==> config.mk <==
export PLATFORM = sky130hd
export DESIGN_NAME = fdl_mac
export DESIGN_NICKNAME = d
export VERILOG_FILES = /design/src/sv/fdl_pkg.sv /design/src/sv/fdl_mac.sv
export SDC_FILE = /design/constraint.sdc
export NUM_CORES = 2
export LEC_CHECK = 0
export BUFFER_PORTS_ARGS = -buffer_cell sky130_fd_sc_hd__buf_2
export CAP_MARGIN = 5
export CORE_MARGIN = 8
export CORE_UTILIZATION = 46
export CTS_CLUSTER_SIZE = 12
export DETAILED_ROUTE_END_ITERATION = 16
export GPL_TIMING_DRIVEN = 1
export HOLD_SLACK_MARGIN = 0.02
export SLEW_MARGIN = 20
export SYNTH_ARGS = -nofsm -noshare
export SYNTH_HDL_FRONTEND = slang
export SYNTH_SLANG_ARGS = --single-unit
==> constraint.sdc <==
create_clock -name clk -period 10.2 [get_ports clk]
set_input_delay 0.51 -clock clk [delete_from_list [all_inputs] [get_ports clk]]
set_output_delay 0.51 -clock clk [all_outputs]
set_load 0.03 [all_outputs]
==> src/sv/fdl_pkg.sv <==
package fdl_pkg;

  typedef enum logic [2:0] {
    MODE_PASS   = 3'd0,
    MODE_INT    = 3'd1,
    MODE_LINEAR = 3'd2,
    MODE_HERM   = 3'd3,
    MODE_SIX    = 3'd4
  } mode_t;

  localparam int unsigned CFG_IDX_MODE  = 0;
  localparam int unsigned CFG_IDX_BLOCK = 1;
  localparam int unsigned EXTRA_BITS    = 12;
  localparam int unsigned CFG_W         = 13;

  typedef enum logic [3:0] {
    ST_CLEAR,
    ST_IDLE,
    ST_DIV,
    ST_READ,
    ST_CAPT,
    ST_COEF,
    ST_MUL,
    ST_FINAL,
    ST_OUT
  } state_t;

endpackage

==> src/sv/fdl_mac.sv <==
// Shared Horner unit: acc <- floor((acc*f + half) >> F) + c, one step a cycle.
module fdl_mac
  import fdl_pkg::*;
#(
  parameter int unsigned ACC_W  = 40,
  parameter int unsigned FRAC_W = 16
) (
  input  logic                     clk,
  input  logic                     load,
  input  logic                     step,
  input  logic signed [ACC_W-1:0]  c,
  input  logic        [FRAC_W-1:0] f,
  output logic signed [ACC_W-1:0]  acc
);

  logic signed [ACC_W-1:0]        acc_r, acc_nxt;
  logic signed [ACC_W+FRAC_W:0]   prod;

  always_comb begin
    prod    = $signed({{(FRAC_W+1){acc_r[ACC_W-1]}}, acc_r})
              * $signed({1'b0, f})
              + $signed((ACC_W+FRAC_W+1)'(1) <<< (FRAC_W - 1));
    acc_nxt = acc_r;
    if (load)      acc_nxt = c;
    else if (step) acc_nxt = ACC_W'(prod >>> FRAC_W) + c;
  end

  always_ff @(posedge clk) begin
    acc_r <= acc_nxt;
  end

  assign acc = acc_r;

endmodule

# [Word-level counts from Yosys, hierarchy flattened]
# Cells that the tools add are included.
[word_totals] regBits=40 word_cells=7 out_inout_bits=40 in_bits=59
[op_classes] n_addsub=2 multipliers=1 mux=2 n_reduce_logical=1
[op_table] cell="2-to-1 mux 40 bit" count=2
[op_table] cell="adder 56 x 17 -> 56 bit, second input constant" count=1
[op_table] cell="multiplier 40 x 17 -> 56 bit" count=1
[op_table] cell="adder 40 bit" count=1
[op_table] cell="nonzero test 2 bit" count=1

# [Depth between registers and ports, before layout]
[depth] depth_word=5 mapped_depth=38 ltp_nobuf=37

# [Worst setup path before layout]
# Ideal clock, no wire load.
[synth_path] path_type="flip-flop to flip-flop" startpoint="reg acc_r[7], in the netlist acc[7]" endpoint="reg acc_r[36], in the netlist acc[36] (data pin)" path_slack_ns=1.259 period_less_slack_ns=8.941 n_path_buf=1 path_stages_with_launch=36 required_ns=9.941 setup_time_ns=0.259 arrival_ns=8.682 cell_sequence="edfxtp_1 > clkbuf_1 > and2_1 > fa_1 > inv_1 > fa_1 > fa_1 > fa_1 > inv_1 > fa_1 > fa_1 > ha_1 > nand3_1 > nor2_1 > a22oi_1 > a21oi_1 > o21ai_0 > nand2b_1 > a211oi_1 > nor2b_1 > o21a_1 > nor2_1 > xnor2_1 > ha_1 > a21o_1 > a221oi_2 > nor2b_1 > a211o_1 > a211o_1 > o21ba_2 > a21o_1 > a221o_1 > a211o_1 > a21oi_1 > nor4b_1 > a211o_1"
[synth_between] elab_chain_cells=5
[synth_rtl] item="start, declared" line_no="fdl_mac.sv:16" text="logic signed [ACC_W-1:0] acc_r, acc_nxt;"
[synth_rtl] item="start signal, assigned" line_no="fdl_mac.sv:29" text="acc_r <= acc_nxt;"
[synth_rtl] item="multiplier 40 x 17 -> 56 bit" line_no="fdl_mac.sv:21" text="* $signed({1'b0, f})"
[synth_rtl] item="adder 56 x 17 -> 56 bit" line_no="fdl_mac.sv:22" text="+ $signed((ACC_W+FRAC_W+1)'(1) <<< (FRAC_W - 1));"
[synth_rtl] item="adder 40 bit" line_no="fdl_mac.sv:25" text="else if (step) acc_nxt = ACC_W'(prod >>> FRAC_W) + c;"
[synth_rtl] item="2-to-1 mux 40 bit" line_no="fdl_mac.sv:25"
[synth_rtl] item="2-to-1 mux 40 bit" line_no="fdl_mac.sv:24" text="if (load) acc_nxt = c;"
[synth_rtl] item="net acc_nxt[36]" line_no="fdl_mac.sv:16"
# The timed path passes the listed nets, and every way through them passes these cells. The select of a mux whose other input is x is not followed.
# A chain may end at the register's enable or synchronous reset.

# [Worst setup path after layout]
[layout_path] startpoint="reg acc_r[5], in the netlist acc[5]" endpoint="reg acc_r[39], in the netlist acc[39] (data pin)"
# The elaborated chain is that of the path after synthesis.

==> run_results.csv <==
group,metric,value,unit
sta,fmax,102,MHz
cells_and_area,largest_register_ffs,40,
synthesis,synthTopCellsByArea,"fa_1, inv_1, ha_1",
synthesis,synth_top_family_by_area,"adder cells",
synthesis,synthSimpleGateAreaFrac,16.3,%
sta,fin_skew,5.32,ps
grt,overflow,0,
die,rows,86,
placement,dpl_cell_area,26900,um^2
sta,fin_crit,9780,ps
sta,rsz0062_at_grt,"false",
synthesis,syn_nets,3737,
setup_path,crit_path_end_kind,"register",
setup_path,critPathKind,"register to register",
cells_and_area,areaGrowthSynthToFinish,6.92,%
setup_path,cpMostUsedCell,"fa_1",
routing,via_per_inst,5.19,
cells_and_area,multi_input_comb_area,21000,um^2
synthesis,syn_area,25500,um^2
sta,whs,496,ps
cells_and_area,drive_above_1_share,6.66,%
grt,grt.total_usage,22.7,%
routing,dr.pass1.iters,5,
hold_path,hp-class,"input port to register",
synthesis,avgSynthCellArea,8.86,um^2
die,die_width,251,um
grt,grt_pass1_vias,20900,
die,io_pins,99,
synthesis,synthMuxAreaShare,0.221,%
clocking,clock_sinks,40,
routing,drtAntennaViolNets,0,
synthesis,ys_seq_area_share,4.72,%
clocking,htree_num_levels,2,
clocking,clockBufferDepth,2,
clocking,cts.clk_slew.worst_paths,70,ps
setup_path,arrival,9840,ps
placement,port_buffers,98,
routing,drt_iter0_drc,1062,
synthesis,synth_fa_ha_area_share,57.0,%
routing,postRouteWirelength,69300,um
sta,finalHoldViolations,0,
sta,drv_slew,0,
cells_and_area,nets,3805,
die,start_util,46.4,%
routing,route.detailed.wl_per_inst,19.0,um
run_status,status,"complete, no violations",
clocking,cts_buffers,5,
synthesis,synthCells,2876,
synthesis,synthFlopType,"edfxtp_1",
synthesis,synthArstFlopShare,0,%
sta,tns,0,ps
grt,grt_pass1_wl,113000,um
synthesis,synth_edf_count,40,
clocking,cts.hold.buffers_added,0,
clocking,clockRootBuffer,"clkbuf_16",
clocking,cts_tree,"built",
setup_path,required,10260,ps
clocking,clk_latency,310,ps
cells_and_area,seqCellArea,1200,um^2
placement,gp_congestion,0.893,
routing,drc_errors,0,
sta,tightest_slew,973,ps
synthesis,ys_seq_elements,40,
die,core_area,54900,um^2
sta,min_period_over_period,95.9,%
job,max_cap_viol_count,0,
cells_and_area,fin_area,27200,um^2
cells_and_area,n_antenna_cell,0,
setup_path,cpPeakStageDelay,570,ps
routing,via_count,18900,
setup_path,crit_slowest_cell,"edfxtp_1",
synthesis,synth_compound_area_share,6.06,%
setup_path,start_kind,"register",
synthesis,synth_top_area_share,46.8,%
synthesis,yosysTopAreaCell,"fa_1",
sta,slew_headroom,35.1,%
setup_path,crit_fanout,12,
synthesis,yosys_warnings,0,
grt,antenna_found_initial,1,
die,dieArea,63200,um^2
grt,grt_max_degree,78,
die,die_y,251,um
synthesis,synth_xor_area_share,2.82,%
cells_and_area,nFillCells,5293,
sta,setup_violations,0,
synthesis,synthDistinctLibCells,53,
placement,dp_hpwl,58700,um
[per-stage QoR]
| step | worst slack [ps] | instances | util (%) |
|---|---|---|---|
| 2_1_floorplan | 1260 | 2876 | - |
| 3_3_place_gp | 333 | 3621 | 49.0 |
| 3_5_place_dp | 259 | 3621 | 49.0 |
| 4_1_cts | 388 | 3629 | 49.3 |
| 5_1_grt | 6.46 | 3649 | 49.6 |
| 6_report | 419 | 3649 | 49.6 |
[final timing paths]
| path | startpoint | to | slack [ps] | cells after the start |
|---|---|---|---|---|
| hold / removal | c[31] | acc[31] | 500 | 3 |
| setup reg to reg | acc[5] | acc[39] | 420 | 36 |
| hold reg to reg | acc[0] | acc[0] | 2070 | 8 |
| setup / recovery | acc[5] | acc[39] | 420 | 36 |
[cell type report]
class,count,area share (%)
sequential,40,4.41
clock buffer,5,0.459
multi-input combinational,1960,77.1
clock inverter,3,0.138
inverter,757,10.4
timing repair buffer,180,4.25
tap,704,3.23
[synth_stat cells (9+ instances only)]
library cell and instances:
inv_1 757, nand3_1 15, clkbuf_1 119, nor2_1 44, o21a_1 16, edfxtp_1 40, o21ai_0 65, a21o_1 36
nand2_1 351, fa_1 596, xnor2_1 48, a21oi_1 72, and3_1 9, nand4_1 9, ha_1 206, xor2_1 34
and2_1 357, nor3_1 10
[cells by family (layout without fill, tap and decap cells)]
logic type,after synthesis,count (layout)
buffers and inverters,876,945
adders and majority gates,802,802
muxes,5,5
DFF,40,40
AOI/OAI and AO/OA,248,248
and+or+nand+nor,823,823
xor gates and xnor gates,82,82
[per-layer routing]
| layer | vias to the layer above | global-route usage [%] | share of wire (%) |
|---|---|---|---|
| li1 | 8549 | - | - |
| met1 | 9738 | 28.2 | 40 |
| met2 | 536 | 39.9 | 51 |
| met3 | 104 | 2.90 | 5.1 |
| met4 | 0 | 8.91 | 4.2 |
| met5 | - | 0 | 0 |
[timing repair]
action,in CTS,in global routing
endpoints found under the setup margin,0,6
setup buffers,0,20
gates resized for setup,0,2
hold endpoints to repair,0,0
[layout by cell type (no fill, tap or decap), types with 3 or more instances in the layout]
cell       instances
a21boi_0           3
a211o_1            5
nand3_1           15
and4_1             3
xnor2_1           48
o211ai_1           3
o21bai_1           8
and2_1           357
fa_1             596
buf_4             78
o21a_1            16
nand2_1          351
mux2_2             5
buf_12             4
a31oi_1            7
and3_1             9
nor2_1            44
o21ai_0           65
nor2b_1            8
ha_1             206
a21oi_1           72
clkbuf_16          5
buf_2             97
edfxtp_1          40
inv_1            757
a211oi_1           8
nand4_1            9
xor2_1            34
o21ai_1            3
a21o_1            36
nand2b_1           6
nor3_1            10
[worst max-delay path, delay by kind of cell (launching register included)]
kind            cells  cell delay [ps]
flops               1              570
fa+ha+maj           8             3590
compound gates     14             3030
buf+inv             7              850
simple gates        4             1050
xor+xnor            3              450
Power is not shown: default switching activity piles up to over one toggle a cycle in this logic, so the estimate is an artifact.
