### config.mk
export PLATFORM = sky130hd
export DESIGN_NAME = fdl_div
export DESIGN_NICKNAME = d
export VERILOG_FILES = /design/src/sv/fdl_pkg.sv /design/src/sv/fdl_div.sv
export SDC_FILE = /design/constraint.sdc
export NUM_CORES = 1
export LEC_CHECK = 0
export BUFFER_PORTS_ARGS = -buffer_cell sky130_fd_sc_hd__buf_2
export CAP_MARGIN = 15
export CELL_PAD_IN_SITES_DETAIL_PLACEMENT = 1
export CELL_PAD_IN_SITES_GLOBAL_PLACEMENT = 2
export CORE_UTILIZATION = 30
export DETAILED_ROUTE_END_ITERATION = 8
export PLACE_DENSITY_LB_ADDON = 0.05
export SYNTH_ARGS = -nofsm -noshare
export SYNTH_HDL_FRONTEND = slang
export SYNTH_SLANG_ARGS = --single-unit
export TNS_END_PERCENT = 5
### constraint.sdc
create_clock -name clk -period 3.37 [get_ports clk]
set_input_delay 0.1685 -clock clk [delete_from_list [all_inputs] [get_ports clk]]
set_output_delay 0.1685 -clock clk [all_outputs]
set_load 0.005 [all_outputs]
### src/sv/fdl_pkg.sv
package fdl_pkg;

  typedef enum logic [2:0] {
    MODE_PASS   = 3'd0,
    MODE_INT    = 3'd1,
    MODE_LINEAR = 3'd2,
    MODE_HERM   = 3'd3,
    MODE_SIX    = 3'd4
  } mode_t;

  localparam int unsigned CFG_IDX_MODE  = 0;
  localparam int unsigned CFG_IDX_BLOCK = 1;
  localparam int unsigned EXTRA_BITS    = 12;
  localparam int unsigned CFG_W         = 13;

  typedef enum logic [3:0] {
    ST_CLEAR,
    ST_IDLE,
    ST_DIV,
    ST_READ,
    ST_CAPT,
    ST_COEF,
    ST_MUL,
    ST_FINAL,
    ST_OUT
  } state_t;

endpackage

### src/sv/fdl_div.sv
// Restoring divider, one quotient bit per cycle; magnitude in, magnitude out.
module fdl_div
  import fdl_pkg::*;
#(
  parameter int unsigned NUM_W = 40,
  parameter int unsigned DEN_W = 13
) (
  input  logic             clk,
  input  logic             rst_n,
  input  logic             start,
  input  logic [NUM_W-1:0] num,
  input  logic [DEN_W-1:0] den,
  output logic             done,
  output logic [NUM_W-1:0] quo
);

  localparam int unsigned CNT_W = $clog2(NUM_W + 1);

  logic [NUM_W-1:0] q_r, q_nxt;
  logic [DEN_W:0]   rem_r, rem_nxt;
  logic [DEN_W-1:0] den_r;
  logic [CNT_W-1:0] cnt_r, cnt_nxt;
  logic             busy_r, busy_nxt;
  logic [DEN_W:0]   trial;

  always_comb begin
    trial    = {rem_r[DEN_W-1:0], q_r[NUM_W-1]};
    q_nxt    = q_r;
    rem_nxt  = rem_r;
    cnt_nxt  = cnt_r;
    busy_nxt = busy_r;
    if (start) begin
      q_nxt    = num;
      rem_nxt  = '0;
      cnt_nxt  = CNT_W'(NUM_W);
      busy_nxt = 1'b1;
    end else if (busy_r) begin
      if (trial >= {1'b0, den_r}) begin
        rem_nxt = trial - {1'b0, den_r};
        q_nxt   = {q_r[NUM_W-2:0], 1'b1};
      end else begin
        rem_nxt = trial;
        q_nxt   = {q_r[NUM_W-2:0], 1'b0};
      end
      cnt_nxt = cnt_r - 1'b1;
      if (cnt_r == CNT_W'(1)) busy_nxt = 1'b0;
    end
  end

  always_ff @(posedge clk) begin
    if (!rst_n) begin
      busy_r <= 1'b0;
      cnt_r  <= '0;
    end else begin
      busy_r <= busy_nxt;
      cnt_r  <= cnt_nxt;
    end
    q_r   <= q_nxt;
    rem_r <= rem_nxt;
    if (start) den_r <= den;
  end

  assign done = !busy_r && !start;
  assign quo  = q_r;

endmodule

# Word-level counts from Yosys, hierarchy flattened
# Cells that the tools add are included.
# op_classes
mul	0
eq_ne	1
div_mod_pow	0
n_reduce_logical	5
bitwise	1
addsub	2
n_lt_le_gt_ge	1
shifts	0
mux	9
# ops
op	n
2-to-1 mux 40 bit	2
>= comparator 14 x 13 -> 1 bit	1
2-to-1 mux 13 bit	1
subtractor 13 bit	1
2-to-1 mux 6 bit	2
equality test 6 x 1 -> 1 bit (second input constant)	1
subtractor 6 x 1 -> 6 bit (second input constant)	1
2-to-1 mux 1 bit	4
zero test 1 bit	2
nonzero test 2 bit	1
OR reduction 2 bit	1
logical AND 1 bit	1
inverter 1 bit	1
# word_totals
regBits	73
memories	0
mem_bits_ro	0
ramBits	0
out_inout_bits	41
latch_bits	0
wordCells	25

# Logic depth before layout (Yosys ltp)
# Gate-level depths: netlist of run 1.
# depth
word_depth	4
ltp_mapped	11
depth_no_buf	10

# Worst setup path after synthesis of run 1
# OpenSTA, ideal clock, no wires.
# synth_timing
kind	reg-to-reg
startpoint	reg q_r[39] (netlist: quo[39])
endpoint	reg rem_r[12]
required_time_ns	3.254
t_arrival_ns	2.243
slack_ns	1.011
stages_incl_launch_ff	11
setup_time_ns	0.116
path_cell_list	edfxtp_1 inv_1 ha_1 inv_1 fa_1 a211oi_1 o31a_1 o21ai_1 a221oi_1 xnor2_1 a31o_2
# synth_via
elab_chain_len	2
word_cells_on_any_way	3
# synth_rtl
item	line_no	text
start, declared	fdl_div.sv:19	logic [NUM_W-1:0] q_r, q_nxt;
start signal, assigned	fdl_div.sv:58	q_r <= q_nxt;
subtractor 13 bit or >= comparator 14 x 13 -> 1 bit (tied branches)	fdl_div.sv:39, fdl_div.sv:38	
2-to-1 mux 13 bit *	fdl_div.sv:38	if (trial >= {1'b0, den_r}) begin
end signal, assigned	fdl_div.sv:59	rem_r <= rem_nxt;
end, declared	fdl_div.sv:20	logic [DEN_W:0] rem_r, rem_nxt;
# Mark *: on every way between the ends. The rest lies on a longest branch, timed or not.
# A chain may end at the register's enable or synchronous reset.

# Final worst setup path of run 1
# Ends and elaborated chain as after synthesis.

==> results of run 1 <==
[cell families (layout without fill, tap and decap cells)]
logic type | Yosys count | in the layout | share of synthesized area [%]
compound gates | 53 | 53 | 11.2
fa+ha+maj | 16 | 16 | 5.66
xor+xnor | 13 | 13 | 3.10
simple gates | 60 | 60 | 8.11
flops | 73 | 73 | 54.3
buf+inv | 29 | 147 | 3.17
mux | 48 | 48 | 14.5
[power groups by stage]
stage               Combinational (mW)  Sequential (mW)  Clock (mW)
global route                     0.469             1.12        1.02
global placement                 0.413             1.12           0
finish                           0.417             1.10       0.955
floorplan                        0.261             1.12           0
detailed placement               0.414             1.12           0
CTS                              0.426             1.11       0.993
[worst reg2reg max path, stage by stage (launching register included)]
cell and delay [ps]:
edfxtp_1 380, inv_1 90, ha_1 160, inv_1 50, fa_1 440, a211oi_1 270, o31a_1 240, o21ai_1 120
a221oi_1 340, xnor2_1 110, a31o_2 250
[per-stage QoR]
step                      worst slack, ps  instances  hold WS [ps]
after global routing                  591        557          3.14
after floorplan                      1010        292           267
after global placement                880        529           345
after CTS                             794        557          1.39
final                                 830        557          15.9
after detailed placement              815        529           347
[repair_timing]
item | 4_1_cts | 5_1_grt
hold buffers | 12 | 0
buffers inserted | 0 | 0
hold endpoints to repair | 12 | 0
[metal layers]
layer	GRT usage, %	vias up	wire [um]
li1	-	1302	-
met3	7.88	9	753
met5	0	-	0
met1	17.5	1224	3860
met2	22.1	66	3810
met4	4.80	0	116
[area by class of cell]
cell class	instances	area [um^2]
sequential	73	1990
tap	147	184
clock inverter	5	55.1
clock buffer	11	233
timing repair buffer	112	631
inverter	19	71.3
multi-input combinational	190	1560
fill	1299	7230
[Yosys cell counts (2+ instances only)]
| cell type | n | area, um^2 |
|---|---|---|
| a21o_1 | 2 | 15.0 |
| ha_1 | 15 | 188 |
| nor3_1 | 2 | 10.0 |
| nor2b_1 | 3 | 18.8 |
| a221oi_1 | 2 | 17.5 |
| a31o_2 | 3 | 26.3 |
| nand2_1 | 16 | 60.1 |
| mux2_2 | 40 | 450 |
| mux2i_1 | 8 | 80.1 |
| nor2_1 | 23 | 86.3 |
| nand2b_1 | 4 | 25.0 |
| a21oi_1 | 10 | 50.1 |
| o21ai_0 | 2 | 10.0 |
| a211oi_1 | 11 | 82.6 |
| buf_1 | 3 | 11.3 |
| clkbuf_1 | 6 | 22.5 |
| xnor2_1 | 9 | 78.8 |
| o21a_1 | 4 | 30.0 |
| and2b_1 | 2 | 15.0 |
| inv_1 | 19 | 71.3 |
| xor2_1 | 4 | 35.0 |
| o21ai_1 | 6 | 30.0 |
| o21bai_1 | 2 | 15.0 |
| edfxtp_1 | 53 | 1590 |
| dfxtp_1 | 20 | 400 |
[how the worst min path moves through the flow]
stage	cells past startpoint	slack, ps	startpoint	endpoint
2_1_floorplan	0	270	den[0]	den_r[0]
4_1_cts	1	1	den[3]	den_r[3]
3_3_place_gp	1	350	den[8]	den_r[8]
6_report	1	20	den[3]	den_r[3]
5_1_grt	1	3	den[3]	den_r[3]
3_5_place_dp	1	350	den[7]	den_r[7]
[registers in the layout (all words and copies together), names as in the netlist]
| signal | cells |
|---|---|
| cnt_r | 6 |
| rem_r | 13 |
| quo | 40 |
| busy_r | 1 |
| den_r | 13 |
==> run metrics, run 1 <==
PD cells=524 nW/um^2; global-route wire length before repair=14000 um; CTS Buf Count=9; fin area=4730 um^2; area delta synth->final=28.8%; CP Capture Type=register; period utilization=75.4%; Root Driver=clkbuf_16; Initial Utilization=30.7%; Buf/Inv on CP=2; CTS Buffer Depth=2; Reg2Reg Launch Point=quo[39]; max cap viols=0; IO buf count=96; initial drt markers=107; Via Count=2601; Skew-Pair Late Insertion Delay=340 ps; Async SR Flop Fraction=0%; vias in the first global route=2748; DRC violations left=0; max_slew headroom=59.9%; Yosys warnings=0; Sequential Power Share=44.6%; Crit path largest cell delay=440 ps; DIE WIDTH=113 um; Pre-antenna DRT Iters=4; internal power=1.84 mW; largest net degree at the start of global routing=41; Max Clk Rate=0.394 GHz; Cell Chain, Critical Path=inv_1 > ha_1 > inv_1 > fa_1 > a211oi_1 > o31a_1 > o21ai_1 > a221oi_1 > xnor2_1 > a31o_2; Startpoint Class=register; CP delay by family, top=compound AO/OA/AOI/OAI gates; setup violators final=0; combinational group share of total power=16.9%; fin nets=477; RSZ-0062 raised after global routing=no; ys flop type=edfxtp_1; RePlAce Congestion=0.703; CP endpoint=rem_r[12]; most common cell after layout, fill and taps aside=buf_2; Worst Reg-to-Reg Cells=10; gr ovfl total=0; Fin Setup TNS=0 ps; Final HPWL DP=6050 um; CTS clk-pin slew, worst paths=60 ps; CP max stage cell=fa_1; layout cell share with drive strength beyond 1=40.2%; R2R setup slack=830 ps; switching share of power=25.6%; Site Rows=40; Worst Hold Class=in -> reg; CP Max Fanout=4; H-tree levels=3; Leakage=1.95 nW; sequential element share of the synthesized area=54.3%; antenna violation net count after detailed routing=0; VDD IR-drop max=278 uV; Top Ports=97; fin util=39.5%; Std-Cell Core Area=12000 um^2; Post-Syn Instances=292; Die Area=12700 um^2; Tightest Pin Transition=600 ps; GRT Util Overall=14.6%; Most common cell on crit path=inv_1; critical path data arrival time=2770 ps; CTS resizes=0; Mapped Nets=364; synthesized cell area=3670 um^2; Power, Total=2.48 mW; sw power=0.634 mW; commonest cells after routing, fill and taps aside=buf_2, edfxtp_1, mux2_2; Routed WL per cell=15.3 um; minimum clock period=2540 ps; Final Hold Vio Count=0; Max Slew Vio Count=0; Via density=4.67; diode count=0; skew final=4.96 ps; Worst Setup SP=quo[39]; CTS tree=yes; status=finished, final reports clean; initial antenna violation count=1; critical path class=reg -> reg; Post-synth EDFFs=53; Worst path depth=10; CP required=3600 ps; clock share of power=38.6%; Avg Cell Area, Syn=12.6 um^2; FF-to-FF End=rem_r[12]; Post-DP Area=4320 um^2; Die Span Y=113 um; Synth cell types=48; count of state elements after synthesis=73; clock sink total=73; Routed WL=8540 um
Power figures use the tool's default switching activity.
==> run 2, diff against run 1 <==
ABC_AREA = 1   (was not set)
clock period = 2.6 ns   (was 3.37 ns; I/O delays follow)
==> run metrics, run 2 <==
RePlAce Congestion=0.800; Fin Setup TNS=0 ps; critical path data arrival time=2400 ps; Post-synth EDFFs=53; CTS clk-pin slew, worst paths=60 ps; vias in the first global route=3633; most common cell after layout, fill and taps aside=nand2_1; Worst Reg-to-Reg Cells=12; Yosys warnings=0; IO buf count=96; skew final=6.11 ps; CTS resizes=0; DRC violations left=0; Synth cell types=33; DIE WIDTH=117 um; Die Area=13800 um^2; Async SR Flop Fraction=0%; max cap viols=0; diode count=0; fin area=5100 um^2; worst hold margin=49.8 ps; area leader, netlist=edfxtp_1; minimum clock period=2310 ps; top post-synthesis cells by count=nand2_1, inv_1, edfxtp_1, nand3_1, nor2_1; Pre-antenna DRT Iters=4; Tightest Pin Transition=810 ps; Site Rows=41; Post-Syn Instances=494; Via density=4.50; ys flop type=edfxtp_1; initial drt markers=106; VDD IR-drop max=293 uV; Reg2Reg Launch Point=quo[39]; Max Clk Rate=0.432 GHz; Post-DP Area=4680 um^2; Startpoint Class=register; gr ovfl total=0; Largest register FFs=40; count of state elements after synthesis=73; Via Count=3518; critical path class=reg -> reg; RSZ-0062 raised after global routing=no; max_slew headroom=45.8%; Hold Crit Start=rst_n; Post-CTS Setup Bufs=0; commonest cells after routing, fill and taps aside=nand2_1, buf_2, inv_1; CTS Buffer Depth=2; placed insts=753; CTS Buf Count=9; Final HPWL DP=8360 um; layout cell share with drive strength beyond 1=23.9%; CTS Hold Bufs=13; GRT Util Overall=16.9%; synthesized cell area=4000 um^2; Max Slew Vio Count=0; Routed WL=11100 um; Top Ports=97; CP required=2690 ps; fin util=39.8%; H-tree levels=3; Std-Cell Core Area=12800 um^2; Hold Path Cell Cnt=3; top cell type's share of synthesized area=39.8%; Hold Path End=cnt_r[3]; Skew-Pair Late Insertion Delay=340 ps; Worst Hold Class=in -> reg; clock sink total=73; Leakage=2.60 nW; CTS tree=yes; final non-filler cell total=782; initial antenna violation count=0; Avg Cell Area, Syn=8.09 um^2; setup violators final=0; CP Max Fanout=15; Die Span Y=117 um; R2R setup slack=290 ps; FF-to-FF End=quo[0]; area delta synth->final=27.7%; top-count cell post-synth=nand2_1; CP Capture Type=register; sequential element share of the synthesized area=49.8%; PD cells=604 nW/um^2; global-route wire length before repair=18200 um; status=finished, final reports clean; Root Driver=clkbuf_16; largest net degree at the start of global routing=57; Mapped Nets=566; ranking of synthesized cells by area=edfxtp_1, nand2_1, dfxtp_1; antenna violation net count after detailed routing=0; period utilization=89.0%; fin nets=677; Final Hold Vio Count=0; Initial Utilization=31.2%; Routed WL per cell=14.2 um
[run 2: changes by cell type after synthesis, sizes merged, moves of 8 or more]
cell and delta:
a211oi -11, inv +51, mux2 -40, mux2i -8, nand2 +200, nand3 +33
nand4 +19
[run 2: layout make-up]
class                           count  area [um^2]
Clock buffer                       10          239
Clock inverter                      6         57.6
Fill cell                        1598         7720
Tap cell                          172          215
Timing Repair Buffer              116          676
Sequential cell                    73         1990
Inverter                           71          267
Multi-Input combinational cell    334         1660
[run 2: power by group]
part,switching (mW),total (mW),internal (mW)
sequential,0.0504,1.41,1.36
clock,0.484,1.25,0.762
combinational,0.248,0.423,0.175
[run 2: cell families after synthesis]
kind of cell,Yosys count,synth area share (%)
adder cells (fa/ha/maj),16,5.20
flip-flops,73,49.8
XOR/XNOR,6,1.31
AO/OA/AOI/OAI,14,2.25
buffers and inverters,87,8.67
AND/OR/NAND/NOR,298,32.7
[run 2: metrics by stage]
| stage | power, mW | setup WS, ps |
|---|---|---|
| after floorplan | 1.65 | 549 |
| after global placement | 1.85 | 363 |
| after detailed placement | 1.85 | 277 |
| after CTS | 3.13 | 280 |
| after global routing | 3.23 | 63.8 |
| final | 3.08 | 285 |
[run 2: worst max path at each step]
| stage | start | end | cells after the start |
|---|---|---|---|
| floorplan | quo[39] | quo[0] | 13 |
| finish | quo[39] | quo[0] | 12 |
| detailed placement | quo[39] | quo[0] | 12 |
| CTS | quo[39] | quo[0] | 12 |
| global placement | quo[39] | quo[0] | 12 |
| global route | quo[39] | quo[0] | 12 |
[run 2: per-layer routing]
layer / up-vias / part of all wire (%) / global-route usage, %
met1: 1637 / 45 / 20.2
met5: - / 0 / 0
met3: 10 / 6.3 / 4.91
li1: 1791 / - / -
met2: 80 / 48 / 28.5
met4: 0 / 1.2 / 6.09
[run 2: critical path, stage by stage (launching register included)]
cell	delay (ps)
edfxtp_1	380
inv_1	100
ha_1	150
inv_1	70
fa_1	440
nand2_1	100
nand2_1	50
nand3_1	60
nand2_1	110
nand2_4	180
nand3_4	230
nand2_1	120
nand2_1	50
==> run 3, diff against run 2 <==
CELL_PAD_IN_SITES_DETAIL_PLACEMENT = 0   (was 1)
CELL_PAD_IN_SITES_GLOBAL_PLACEMENT = 1   (was 2)
==> run metrics, run 3 (same netlist as run 2, synthesis figures left out) <==
status=finished, final reports clean; GRT Util Overall=15.6%; Top Ports=97; Fin Setup TNS=0 ps; met2 usage=24.6%; skew final=7.11 ps; Startpoint Class=register; Worst Reg-to-Reg Cells=12; most common cell after layout, fill and taps aside=nand2_1; largest net degree at the start of global routing=30; antenna violation net count after detailed routing=0; Std-Cell Core Area=12800 um^2; fillers=1373; Leakage=2.58 nW; Via density=4.34; CTS Buffer Depth=2; vias in the first global route=3379; Skew-Pair Late Insertion Delay=320 ps; R2R setup slack=280 ps; clock sink total=73; max cap viols=0; Largest register FFs=40; Max Clk Rate=0.431 GHz; Worst Hold Class=in -> reg; Site Rows=41; CTS clk-pin slew, worst paths=60 ps; RePlAce Congestion=0.834; FF-to-FF End=quo[0]; Die Area=13800 um^2; Initial Utilization=31.2%; Routed WL per cell=12.8 um; IO buf count=96; Final Hold Vio Count=0; Via Count=3402; VDD IR-drop max=251 uV; CTS tree=yes; PD cells=573 nW/um^2; DIE WIDTH=117 um; CTS Buf Count=9; minimum clock period=2320 ps; Worst Setup SP=quo[39]; fin nets=679; CP Max Fanout=15; CP max stage cell=fa_1; Routed WL=10100 um; period utilization=89.2%; Post-CTS Setup Bufs=0; H-tree levels=3; storage element area=1990 um^2; Root Driver=clkbuf_16; CP required=2680 ps; Crit path largest cell delay=440 ps; met3 usage=4.09%; DRC violations left=0; Cell Chain, Critical Path=inv_1 > ha_1 > inv_1 > fa_1 > nand2_1 > nand2_1 > nand3_1 > nand2_1 > nand2_4 > nand3_4 > nand2_1 > nand2_1; initial drt markers=152; critical path class=reg -> reg; diode count=0; layout cell share with drive strength beyond 1=23.0%; critical path data arrival time=2400 ps; Most common cell on crit path=nand2_1; area delta synth->final=26.9%; Reg2Reg Launch Point=quo[39]; CP Capture Type=register; max_slew headroom=65.8%; initial antenna violation count=0; CP endpoint=quo[0]; Pre-antenna DRT Iters=4; Die Span Y=117 um; commonest cells after routing, fill and taps aside=nand2_1, buf_2, inv_1; setup violators final=0; Final HPWL DP=7560 um; met1 GRT Util=20.0%; Max Slew Vio Count=0; gr ovfl total=0; gr busiest metal=met2; Tightest Pin Transition=512 ps; global-route wire length before repair=17000 um; RSZ-0062 raised after global routing=no; Power, Total=2.91 mW; Multi-input gate area=1660 um^2
[run 3: cell count changes in the layout (fill, tap and decap cells not counted), sizes merged]
cell,change
clkinvlp,-1
clkbuf,+4
bufinv,-1
clkinv,-2
buf,+2
[run 3: metrics by stage]
stage | utilization [%] | cells | cell area (um^2) | hold slack [ps] | setup WS [ps]
floorplan | - | 494 | 4000 | 229 | 549
global placement | 36.6 | 755 | 4690 | 307 | 350
detailed placement | 36.6 | 755 | 4690 | 309 | 278
CTS | 39.6 | 784 | 5070 | 44.8 | 294
global route | 39.6 | 784 | 5070 | 62.6 | 101
finish | 39.6 | 784 | 5070 | 63.1 | 281
[run 3: timing repair]
action / 4_1_cts / 5_1_grt
endpoints found under the setup margin: 0 / 0
hold endpoints to repair: 13 / 0
resized for setup: 0 / 0
hold buffers: 13 / 0
[run 3: worst min path at each step]
| stage | start | to | cells after the start |
|---|---|---|---|
| floorplan | den[0] | den_r[0] | 0 |
| finish | rst_n | cnt_r[3] | 3 |
| CTS | rst_n | cnt_r[3] | 3 |
| detailed placement | den[11] | den_r[11] | 1 |
| global placement | den[4] | den_r[4] | 1 |
| global route | rst_n | cnt_r[3] | 3 |
[run 3: layout make-up]
| type | count | area share [%] |
|---|---|---|
| clock buffer | 14 | 4.81 |
| clock inverter | 2 | 0.148 |
| inverter | 71 | 5.25 |
| multi-input combinational | 334 | 32.7 |
| sequential | 73 | 39.3 |
| tap | 172 | 4.24 |
| timing repair buffer | 118 | 13.6 |
[run 3: worst max-delay path, delay by kind of cell, from the launching register on]
kind | cells | cell delay [ps]
flops | 1 | 370
simple gates | 8 | 930
buf+inv | 2 | 180
fa+ha+maj | 2 | 590
[run 3: layer usage]
layer / vias up / share of wire [%]
met5: - / 0
met4: 0 / 1.4
met3: 9 / 6.2
met2: 80 / 46
met1: 1512 / 47
li1: 1801 / -
[run 3: power breakdown]
| part | leakage (nW) | internal [mW] | switching, mW |
|---|---|---|---|
| Sequential | 0.701 | 1.36 | 0.0473 |
| Combinational | 1.76 | 0.176 | 0.242 |
| Clock | 0.120 | 0.641 | 0.439 |
